## src/hdl/bht_pkg.sv

```systemverilog
// shared types, constants and command/status structs for the bucketed hash table
package bht_pkg;

    // field widths
    localparam int KEY_W = 31;
    localparam int VAL_W = 32;
    localparam int OP_W  = 2;
    localparam int ST_W  = 2;

    // default geometry
    localparam int BUCKETS_DEF = 16;
    localparam int WAYS_DEF    = 4;

    // residue unit: reciprocal multiply, then multiply back and subtract
    localparam int MOD_STEPS = 2;
    localparam int STEP_W    = $clog2(MOD_STEPS);

    // request codes
    localparam logic [OP_W-1:0] OP_INSERT = 2'd0;
    localparam logic [OP_W-1:0] OP_DELETE = 2'd1;
    localparam logic [OP_W-1:0] OP_SEARCH = 2'd2;

    // status codes
    localparam logic [ST_W-1:0] ST_OK   = 2'd0;
    localparam logic [ST_W-1:0] ST_MISS = 2'd1;
    localparam logic [ST_W-1:0] ST_FULL = 2'd2;

    // value reported when nothing is found
    localparam logic signed [VAL_W-1:0] NO_VALUE = -32'sd1;

    typedef struct packed {
        logic [OP_W-1:0]         req_type;
        logic [KEY_W-1:0]        key;
        logic signed [VAL_W-1:0] new_value;
    } req_t;

    typedef struct packed {
        logic [ST_W-1:0]         status;
        logic signed [VAL_W-1:0] found_value;
    } rsp_t;

    // controller to datapath
    typedef struct packed {
        logic clear;
        logic load;
        logic mod_step;
        logic read;
        logic compare;
        logic commit;
    } cmd_t;

    // datapath to controller
    typedef struct packed {
        logic clear_last;
    } stat_t;

endpackage

```

## src/hdl/bucketed_hash_table.sv

```systemverilog
// top level: bucketed hash table with bounded chains, valid/ready request and result
// sequence: after the request transfer, two residue steps, a row read, a compare
//   and a commit; the commit waits only while an earlier result is not yet taken
// one request in flight: a new request is taken only once the last one has committed
// reset: synchronous active-low; a clearing pass then zeroes one bucket fill count
//   per cycle until every bucket is cleared, with no request taken until it ends
module bucketed_hash_table #(
    parameter int BUCKETS = bht_pkg::BUCKETS_DEF,
    parameter int WAYS    = bht_pkg::WAYS_DEF
) (
    input  logic          aclk,
    input  logic          aresetn,
    input  logic          s_valid,
    output logic          s_ready,
    input  bht_pkg::req_t s_data,
    output logic          m_valid,
    input  logic          m_ready,
    output bht_pkg::rsp_t m_data
);
    import bht_pkg::*;

    cmd_t  cmd;
    stat_t stat;

    // control
    bht_ctrl u_ctrl (
        .aclk    (aclk),
        .aresetn (aresetn),
        .s_valid (s_valid),
        .s_ready (s_ready),
        .m_valid (m_valid),
        .m_ready (m_ready),
        .stat    (stat),
        .cmd     (cmd)
    );

    // datapath
    bht_dp #(
        .BUCKETS(BUCKETS),
        .WAYS   (WAYS)
    ) u_dp (
        .aclk    (aclk),
        .aresetn (aresetn),
        .cmd     (cmd),
        .req     (s_data),
        .stat    (stat),
        .rsp     (m_data)
    );

`ifndef NO_ASSERTIONS
    // clearing pass holds off requests right after reset
    a_clear_after_reset: assert property (@(posedge aclk)
        !aresetn |=> !s_ready)
        else $error("request port open during clearing pass");

    // one request in flight at a time
    a_one_in_flight: assert property (@(posedge aclk) disable iff (!aresetn)
        (s_valid && s_ready) |=> !s_ready)
        else $error("second request taken while one is in flight");

    // a commit never overwrites a result not yet transferred
    a_no_overwrite: assert property (@(posedge aclk) disable iff (!aresetn)
        cmd.commit |-> (!m_valid || m_ready))
        else $error("result register overwritten");

    // no request work while clearing
    a_clear_exclusive: assert property (@(posedge aclk) disable iff (!aresetn)
        cmd.clear |-> !(cmd.load || cmd.read || cmd.commit))
        else $error("request work overlaps clearing pass");
`endif

endmodule

```

## src/hdl/bht_mod.sv

```systemverilog
// key modulo bucket-count unit: reciprocal multiply, then multiply back and subtract
module bht_mod #(
    parameter int BUCKETS = bht_pkg::BUCKETS_DEF
) (
    input  logic                       aclk,
    input  logic                       load,
    input  logic                       step,
    input  logic [bht_pkg::KEY_W-1:0]  key,
    output logic [$clog2(BUCKETS)-1:0] bucket
);
    import bht_pkg::*;

    localparam int BW      = $clog2(BUCKETS);
    localparam int SHIFT   = KEY_W + BW;
    localparam int RECIP_W = KEY_W + 1;
    localparam int PROD_W  = KEY_W + RECIP_W;
    localparam longint unsigned RECIP =
        ((64'd1 << SHIFT) + 64'(BUCKETS) - 64'd1) / 64'(BUCKETS);
    localparam logic [RECIP_W-1:0] RECIP_C = RECIP_W'(RECIP);
    localparam logic [KEY_W-1:0]   BKT     = KEY_W'(BUCKETS);

    logic [KEY_W-1:0]  key_reg, key_next;
    logic [KEY_W-1:0]  quo_reg, quo_next;
    logic [BW-1:0]     rem_reg, rem_next;
    logic [PROD_W-1:0] prod;
    logic [KEY_W-1:0]  back;

    // quotient by rounded-up reciprocal, exact over the whole key range
    assign prod = PROD_W'(key_reg) * PROD_W'(RECIP_C);

    // quotient times bucket count, from the previous step
    assign back = quo_reg * BKT;

    // first step forms the quotient, second step the remainder
    always_comb begin
        key_next = key_reg;
        quo_next = quo_reg;
        rem_next = rem_reg;
        if (load) begin
            key_next = key;
        end else if (step) begin
            quo_next = KEY_W'(prod >> SHIFT);
            rem_next = BW'(key_reg - back);
        end
    end

    always_ff @(posedge aclk) begin
        key_reg <= key_next;
        quo_reg <= quo_next;
        rem_reg <= rem_next;
    end

    assign bucket = rem_reg;

endmodule

```

## src/hdl/bht_dp.sv

```systemverilog
// datapath: bucket row memories, way compare, row update and result register
module bht_dp #(
    parameter int BUCKETS = bht_pkg::BUCKETS_DEF,
    parameter int WAYS    = bht_pkg::WAYS_DEF
) (
    input  logic           aclk,
    input  logic           aresetn,
    input  bht_pkg::cmd_t  cmd,
    input  bht_pkg::req_t  req,
    output bht_pkg::stat_t stat,
    output bht_pkg::rsp_t  rsp
);
    import bht_pkg::*;

    localparam int BW = $clog2(BUCKETS);
    localparam int FW = $clog2(WAYS + 1);
    localparam int WW = (WAYS > 1) ? $clog2(WAYS) : 1;
    localparam int KROW_W = WAYS * KEY_W;
    localparam int VROW_W = WAYS * VAL_W;

    // row memories, one row per bucket
    logic [KROW_W-1:0] key_mem [BUCKETS];
    logic [VROW_W-1:0] val_mem [BUCKETS];
    logic [FW-1:0]     fill_mem [BUCKETS];

    req_t              req_reg;
    logic [BW-1:0]     bucket;
    logic [BW-1:0]     clr_addr_reg;
    logic [KROW_W-1:0] rd_keys_reg;
    logic [VROW_W-1:0] rd_vals_reg;
    logic [FW-1:0]     rd_fill_reg;
    logic              hit_next, hit_reg;
    logic [WW-1:0]     pos_next, pos_reg;
    logic [KROW_W-1:0] new_keys;
    logic [VROW_W-1:0] new_vals;
    logic [FW-1:0]     new_fill;
    logic              row_we;
    rsp_t              rsp_next, rsp_reg;

    // bucket index
    bht_mod #(
        .BUCKETS(BUCKETS)
    ) u_mod (
        .aclk   (aclk),
        .load   (cmd.load),
        .step   (cmd.mod_step),
        .key    (req.key),
        .bucket (bucket)
    );

    // request capture
    always_ff @(posedge aclk) begin
        if (cmd.load) begin
            req_reg <= req;
        end
    end

    // clearing pass address
    always_ff @(posedge aclk) begin
        if (!aresetn) begin
            clr_addr_reg <= '0;
        end else if (cmd.clear) begin
            clr_addr_reg <= clr_addr_reg + 1'b1;
        end
    end

    assign stat.clear_last = (clr_addr_reg == BW'(BUCKETS - 1));

    // memory read port, registered data
    always_ff @(posedge aclk) begin
        if (cmd.read) begin
            rd_keys_reg <= key_mem[bucket];
            rd_vals_reg <= val_mem[bucket];
            rd_fill_reg <= fill_mem[bucket];
        end
    end

    // oldest live way with a matching key
    always_comb begin
        hit_next = 1'b0;
        pos_next = '0;
        for (int w = WAYS - 1; w >= 0; w--) begin
            if ((FW'(w) < rd_fill_reg) && (rd_keys_reg[w*KEY_W +: KEY_W] == req_reg.key)) begin
                hit_next = 1'b1;
                pos_next = WW'(w);
            end
        end
    end

    always_ff @(posedge aclk) begin
        if (cmd.compare) begin
            hit_reg <= hit_next;
            pos_reg <= pos_next;
        end
    end

    // row update and result
    always_comb begin
        new_keys             = rd_keys_reg;
        new_vals             = rd_vals_reg;
        new_fill             = rd_fill_reg;
        row_we               = 1'b0;
        rsp_next.status      = ST_OK;
        rsp_next.found_value = NO_VALUE;
        case (req_reg.req_type)
            OP_INSERT: begin
                if (rd_fill_reg >= FW'(WAYS)) begin
                    rsp_next.status = ST_FULL;
                end else begin
                    // append at the end of the chain
                    for (int w = 0; w < WAYS; w++) begin
                        if (FW'(w) == rd_fill_reg) begin
                            new_keys[w*KEY_W +: KEY_W] = req_reg.key;
                            new_vals[w*VAL_W +: VAL_W] = req_reg.new_value;
                        end
                    end
                    new_fill = rd_fill_reg + 1'b1;
                    row_we   = 1'b1;
                end
            end
            OP_DELETE: begin
                if (!hit_reg) begin
                    rsp_next.status = ST_MISS;
                end else begin
                    // close the gap toward the front
                    for (int w = 0; w < WAYS - 1; w++) begin
                        if (WW'(w) >= pos_reg) begin
                            new_keys[w*KEY_W +: KEY_W] = rd_keys_reg[(w+1)*KEY_W +: KEY_W];
                            new_vals[w*VAL_W +: VAL_W] = rd_vals_reg[(w+1)*VAL_W +: VAL_W];
                        end
                    end
                    new_fill = rd_fill_reg - 1'b1;
                    row_we   = 1'b1;
                end
            end
            OP_SEARCH: begin
                if (!hit_reg) begin
                    rsp_next.status = ST_MISS;
                end else begin
                    for (int w = 0; w < WAYS; w++) begin
                        if (WW'(w) == pos_reg) begin
                            rsp_next.found_value = rd_vals_reg[w*VAL_W +: VAL_W];
                        end
                    end
                end
            end
            default: begin
                rsp_next.status = ST_OK;
            end
        endcase
    end

    // memory write port, shared by clearing pass and row update
    always_ff @(posedge aclk) begin
        if (cmd.clear) begin
            fill_mem[clr_addr_reg] <= '0;
        end else if (cmd.commit && row_we) begin
            key_mem[bucket]  <= new_keys;
            val_mem[bucket]  <= new_vals;
            fill_mem[bucket] <= new_fill;
        end
    end

    // result register
    always_ff @(posedge aclk) begin
        if (cmd.commit) begin
            rsp_reg <= rsp_next;
        end
    end

    assign rsp = rsp_reg;

endmodule

```

## src/hdl/bht_ctrl.sv

```systemverilog
// controller: sequences the clearing pass after reset, then residue, read, compare and commit per request
module bht_ctrl (
    input  logic           aclk,
    input  logic           aresetn,
    input  logic           s_valid,
    output logic           s_ready,
    output logic           m_valid,
    input  logic           m_ready,
    input  bht_pkg::stat_t stat,
    output bht_pkg::cmd_t  cmd
);
    import bht_pkg::*;

    typedef enum logic [2:0] {
        S_CLEAR,
        S_IDLE,
        S_MOD,
        S_READ,
        S_CMP,
        S_WRITE
    } state_t;

    state_t            state_reg, state_next;
    logic [STEP_W-1:0] step_reg, step_next;
    logic              m_valid_reg, m_valid_next;

    // next state and commands
    always_comb begin
        state_next   = state_reg;
        step_next    = step_reg;
        m_valid_next = m_valid_reg;
        cmd          = '0;
        if (m_ready) begin
            m_valid_next = 1'b0;
        end
        case (state_reg)
            S_CLEAR: begin
                cmd.clear = 1'b1;
                if (stat.clear_last) begin
                    state_next = S_IDLE;
                end
            end
            S_IDLE: begin
                if (s_valid) begin
                    cmd.load   = 1'b1;
                    step_next  = '0;
                    state_next = S_MOD;
                end
            end
            S_MOD: begin
                cmd.mod_step = 1'b1;
                step_next    = step_reg + 1'b1;
                if (step_reg == STEP_W'(MOD_STEPS - 1)) begin
                    state_next = S_READ;
                end
            end
            S_READ: begin
                cmd.read   = 1'b1;
                state_next = S_CMP;
            end
            S_CMP: begin
                cmd.compare = 1'b1;
                state_next  = S_WRITE;
            end
            S_WRITE: begin
                // commit only once the result register is free
                if (!m_valid_reg || m_ready) begin
                    cmd.commit   = 1'b1;
                    m_valid_next = 1'b1;
                    state_next   = S_IDLE;
                end
            end
            default: begin
                state_next = S_IDLE;
            end
        endcase
    end

    // state and registered outputs
    always_ff @(posedge aclk) begin
        if (!aresetn) begin
            state_reg   <= S_CLEAR;
            step_reg    <= '0;
            m_valid_reg <= 1'b0;
        end else begin
            state_reg   <= state_next;
            step_reg    <= step_next;
            m_valid_reg <= m_valid_next;
        end
    end

    assign s_ready = (state_reg == S_IDLE);
    assign m_valid = m_valid_reg;

endmodule

```

## config.mk

```make
export PLATFORM = sky130hd
export DESIGN_NAME = bucketed_hash_table
export DESIGN_NICKNAME = d
export VERILOG_FILES = /design/src/hdl/bht_pkg.sv /design/src/hdl/bucketed_hash_table.sv /design/src/hdl/bht_mod.sv /design/src/hdl/bht_dp.sv /design/src/hdl/bht_ctrl.sv
export SDC_FILE = /design/constraint.sdc
export NUM_CORES = 2
export LEC_CHECK = 0
export BUFFER_PORTS_ARGS = -buffer_cell sky130_fd_sc_hd__buf_2
export CAP_MARGIN = 20
export CORE_UTILIZATION = 35
export CTS_BUF_LIST = sky130_fd_sc_hd__clkbuf_8
export DETAILED_ROUTE_END_ITERATION = 7
export SLEW_MARGIN = 20
export SYNTH_ARGS = -nofsm -noshare
export SYNTH_HDL_FRONTEND = slang
export SYNTH_HIERARCHICAL = 1
export SYNTH_SLANG_ARGS = --single-unit
```

## constraint.sdc

```tcl
create_clock -name aclk -period 35.6 [get_ports aclk]
set_input_delay 10.68 -clock aclk [delete_from_list [all_inputs] [get_ports aclk]]
set_output_delay 10.68 -clock aclk [all_outputs]
set_load 0.005 [all_outputs]
```

# Yosys cells after proc, flatten, opt, wreduce, memory -nomap -nowiden
# Memory sizes are Yosys's and may differ from the RTL's. A register that Yosys moved wholly into a read port is not among the register bits.
# Cells that the tools add are included.
[totals]
out_inout_bits = 36
in_bits = 69
ff_bits = 115
memories = 3
ram_bits = 4080
elab_cells = 137
[mem_list]
columns = ["name", "words", "word_bits", "read_ports", "rd_clocked_by_memory_dff", "wr", "line", "rtl"]
rows = [
  ["u_dp.val_mem", 16, 128, 1, 1, 1, "bht_dp.sv:23", "logic [VROW_W-1:0] val_mem [BUCKETS];"],
  ["u_dp.key_mem", 16, 124, 1, 1, 1, "bht_dp.sv:22", "logic [KROW_W-1:0] key_mem [BUCKETS];"],
  ["u_dp.fill_mem", 16, 3, 1, 1, 1, "bht_dp.sv:24", "logic [FW-1:0] fill_mem [BUCKETS];"],
]
[op_classes]
n_bitwise = 1
mux = 65
magnitude_cmp = 8
n_eq_ne = 22
reduce_logical = 20
n_addsub = 5
[ops]
columns = ["cell", "n"]
rows = [
  ["32-bit 2-to-1 mux", 12],
  ["31-bit 2-to-1 mux", 8],
  ["96-bit case mux with 2 select lines", 1],
  ["93-bit case mux with 2 select lines", 1],
  ["128-bit 2-to-1 mux", 1],
  ["31-bit == test", 4],
  ["124-bit 2-to-1 mux", 1],
  ["96-bit 2-to-1 mux", 1],
  ["93-bit 2-to-1 mux", 1],
  ["1-bit 2-to-1 mux", 23],
  ["3-bit 2-to-1 mux", 7],
  ["3-bit case mux with 6 select lines", 1],
  ["2-bit by 3-bit == test with 1-bit output (first input constant)", 2],
  ["3-bit by 2-bit == test with 1-bit output (second input constant)", 2],
  ["3-bit == test (second input constant)", 2],
  ["3-bit logical NOT", 2],
  ["1-bit by 3-bit less-than comparator with 1-bit output (first input constant)", 2],
  ["2-bit by 3-bit less-than comparator with 1-bit output (first input constant)", 2],
  ["2-bit 2-to-1 mux", 3],
  ["3-bit case mux with 2 select lines", 1],
  ["2-bit AND reduction", 3],
  ["3-bit OR reduction", 2],
  ["1-bit logical AND", 5],
  ["4-bit by 1-bit adder with 4-bit output (second input constant)", 1],
  ["other kinds (26)", 33],
]

# Depth between registers and ports, before layout
[depth]
depth_word = 10
mapped_depth = 11
depth_no_buf = 8

# Cells and area by module
# Netlist, hierarchy kept.
[modules_own_cells]
columns = ["module", "seq_area_each_um2", "area_per_inst_um2", "instances", "cells_each"]
rows = [
  ["bht_dp", 133317.9, 171919.9, 1, 7175],
  ["bht_ctrl", 100.1, 307.8, 1, 33],
  ["bht_mod", 240.2, 254.0, 1, 9],
]

# Least setup slack after synthesis
# No wires, ideal clock.
[synth_path]
path_kind = "input port to flip-flop"
from = "input port m_ready"
to = "memory u_dp/key_mem[0][0] in the netlist's numbering (enable)"
path_stages = 7
setup_time_ps = 1173
arrival_ps = 29672
path_buffers = 1
t_required_ps = 34427
slack_ps = 4755
path_cell_list = "nand2b_1 and3_1 inv_1 a211o_1 clkbuf_1 or3_1 nor3_1"
[synth_lines]
columns = ["element", "line", "rtl"]
rows = [
  ["start: declaration", "bucketed_hash_table.sv:17", "input logic m_ready,"],
  ["end: declaration", "bht_dp.sv:22", ""],
]

==> flow_metrics.py <==
metrics = {
    "power_and_ir_drop": {
        "ir_drop_v": 0.0000432,
        "p_comb_share_pct": 0.1,
        "power.density_nw_per_um2": 49.7,
        "p_leak_nw": 60.0,
        "swShare_pct": 20.7,
        "intPower_mw": 7.64,
        "seq_power_share_pct": 59.0,
        "clkPwrFrac_pct": 40.9,
        "p_sw_mw": 1.99,
    },
    "worst_setup_path": {
        "max_stage_delay_ns": 0.81,
        "cpMaxStageDelayCell": "nor2_4",
        "critical_path_class": "primary input to flip-flop",
        "crit_top_cell": "buf_4",
        "cp.arrival_ns": 16.27,
        "cp_max_fo": 84,
        "required_ns": 36.46,
        "end_kind": "flip-flop",
        "cp-start-kind": "primary input",
        "cp_cell_sequence": "buf_2 > nand2b_1 > and3_2 > inv_1 > a211oi_2 > nand3b_1 > nor2_4 > buf_12 > buf_4 > buf_4 > buf_4",
    },
    "clock_network": {
        "clkTransAtPathRegs_ns": 0.06,
        "postCtsSetupBuffers": 0,
        "cts_buffer_depth": 4,
        "cts_hold_buffers": 0,
        "htree_levels": 6,
        "cts_tree": "built",
        "post_cts_resized": 0,
        "cts_buffers": 683,
        "cts_sinks": 4454,
        "clockRootBuffer": "clkbuf_8",
        "worstSkewPairLatency_ns": 1.26,
    },
    "global_route": {
        "overflow": 0,
        "grt_usage_pct": 17.6,
        "grt_pass1_vias": 85400,
        "antenna_found_initial": 16,
        "grt_max_degree": 145,
        "grt_pass1_wl_mm": 635,
    },
    "routing": {
        "viasPerCell": 5.53,
        "vias": 81700,
        "routed_wl_mm": 446,
        "drc": 0,
        "wl_per_cell_um": 30.2,
        "first_pass_iters": 7,
        "ant_nets": 0,
        "drtIter0Drc": 9940,
    },
    "sta": {
        "fin_setup_tns_ns": 0,
        "setup_viol": 0,
        "hold_slack_ns": 0.443,
        "min_period_ns": 15.41,
        "hold_viol_final": 0,
        "max_slew.worst_pin.slew_ns": 1.18,
        "rsz0062_at_grt": "no",
        "maxSlewViolCount": 0,
        "fin_skew_ns": 0.0888,
        "finalCritPeriodShare_pct": 43.3,
        "fmax_mhz": 64.9,
        "max_slew_margin_pct": 21.6,
    },
    "min_path": {
        "hold_path.class": "flip-flop to flip-flop",
    },
    "finish": {
        "largest_reg_flops": 2048,
        "nets": 7854,
        "drive_gt1_share_pct": 32.4,
        "finalInstanceArea_um2": 194000,
        "final_cell_mix": "edfxtp_1 (4445), mux4_2 (1307), clkbuf_8 (697)",
        "synthToLayoutAreaGrowth_pct": 12.3,
        "fillers": 42800,
        "final_common_cell": "edfxtp_1",
        "multiInputGateArea_um2": 36600,
        "regArea_um2": 134000,
    },
    "yosys": {
        "synth_top_area_cell": "edfxtp_1",
        "ys_ff_latch": 4454,
        "netlist.area_leader.share_pct": 77.4,
        "synthesis.nets": 7296,
        "yosysSeqAreaShare_pct": 77.5,
        "syn_inst": 7217,
        "synth_area_um2": 172000,
        "ys_types": 50,
        "yosys-top-cells-area": "edfxtp_1 (77%), mux4_2 (17%), mux2_2 (1.1%)",
        "yosys_warnings": 6,
        "post_synth.cell_area_avg_um2": 23.9,
    },
    "die": {
        "num_io_pins": 105,
        "dieArea_um2": 496000,
        "core-area_um2": 490000,
        "die-height_um": 704,
        "start_util_pct": 35.2,
        "die-width_um": 704,
        "core.rowCount": 257,
    },
    "status": {
        "status": "finished clean",
    },
    "placed_design": {
        "io_buffers": 104,
        "place_congestion": 0.749,
        "placed_area_um2": 181000,
        "hpwl_mm": 232,
    },
    "job": {
        "drv_cap": 0,
    },
}
[routing by layer]
layer	vias up	GRT usage, %	routed length [um]
met1	44700	24.1	180000
met5	-	0	28
met2	3942	29.2	219000
met4	4	5.00	11900
met3	684	2.72	34800
li1	32300	-	-
[worst max-delay path: cells and delay by family]
family / cells / cell delay, ns
buf+inv: 6 / 2.98
simple gates: 4 / 1.70
compound gates: 1 / 0.64
[cell type report]
type                    instances  share of cell area, %
flip-flops and latches       4454                   69.0
multi-input cells            2201                   18.9
clock buffers                 697                   4.95
well taps                    6475                   4.18
clock inverters               512                   1.45
repair buffers                299                   1.20
inverters                     136                  0.268
diodes                          6                0.00775
[cells in the mapped netlist, drive strengths merged]
library cell  instances
a211o                 1
a211oi                4
a21boi                2
a21o                  1
a21oi                73
a221o                62
a222oi              126
a22oi                 1
a31oi                 3
a32oi                 1
and2                  9
and2b                 2
and3                  2
and3b                 1
buf                 176
clkbuf              250
dfxtp                 9
edfxtp             4445
ha                   10
inv                 136
mux2                161
mux2i                 3
mux4               1307
nand2               144
nand2b                5
nand3                 9
nand3b                3
nand4                22
nor2                 48
nor2b                 7
nor3                 10
nor3b                 3
nor4                 16
o211ai                1
o21a                  1
o21ai                 1
o31a                  1
or2                  32
or3                   2
xnor2                75
xor2                 52
[worst paths after layout]
kind                            slack (ns)                              to                             from  cells after the start
worst max-delay path                 20.19  u_dp/val_mem[9][119]$_DFFE_PP_                          m_ready                     11
worst min-delay path                  0.44  u_dp/u_mod/bucket[2]$_DFFE_PP_  u_dp/u_mod/key_reg[2]$_DFFE_PP_                      0
worst max register to register       28.57  u_dp/val_mem[9][119]$_DFFE_PP_       u_dp/req_reg[64]$_DFFE_PP_                     10
worst min register to register        0.44  u_dp/u_mod/bucket[2]$_DFFE_PP_  u_dp/u_mod/key_reg[2]$_DFFE_PP_                      0
[per-stage QoR]
stage               util, %  worst slack [ns]  cells  total power [mW]
finish                 39.5             20.19  14800              9.63
global route           39.5             20.08  14800              9.93
CTS                    39.5             20.23  14800              9.72
detailed placement     36.9             18.85  13600              5.80
global placement       36.9             18.88  13600              5.80
floorplan                 -              4.76   7217              5.80
[kinds of logic (layout without fill, tap and decap cells)]
group | Yosys count | count (layout) | share of synthesized area (%)
DFF | 4454 | 4454 | 77.5
muxes | 1471 | 1471 | 18.1
buffers and inverters | 562 | 1644 | 1.40
and+or+nand+nor | 315 | 315 | 0.875
AOI/OAI and AO/OA | 278 | 278 | 1.38
xor gates and xnor gates | 127 | 127 | 0.645
adders and majority gates | 10 | 10 | 0.0725
other | 0 | 6 | 0
[power groups by stage]
stage | Combinational (mW) | Sequential, mW | Clock (mW)
after floorplan | 0.00317 | 5.79 | 0
after global placement | 0.00792 | 5.79 | 0
after detailed placement | 0.00816 | 5.79 | 0
after CTS | 0.00825 | 5.68 | 4.03
after global routing | 0.00905 | 5.68 | 4.24
final | 0.00816 | 5.68 | 3.94
Note: power is estimated with default switching activity, not from simulation.
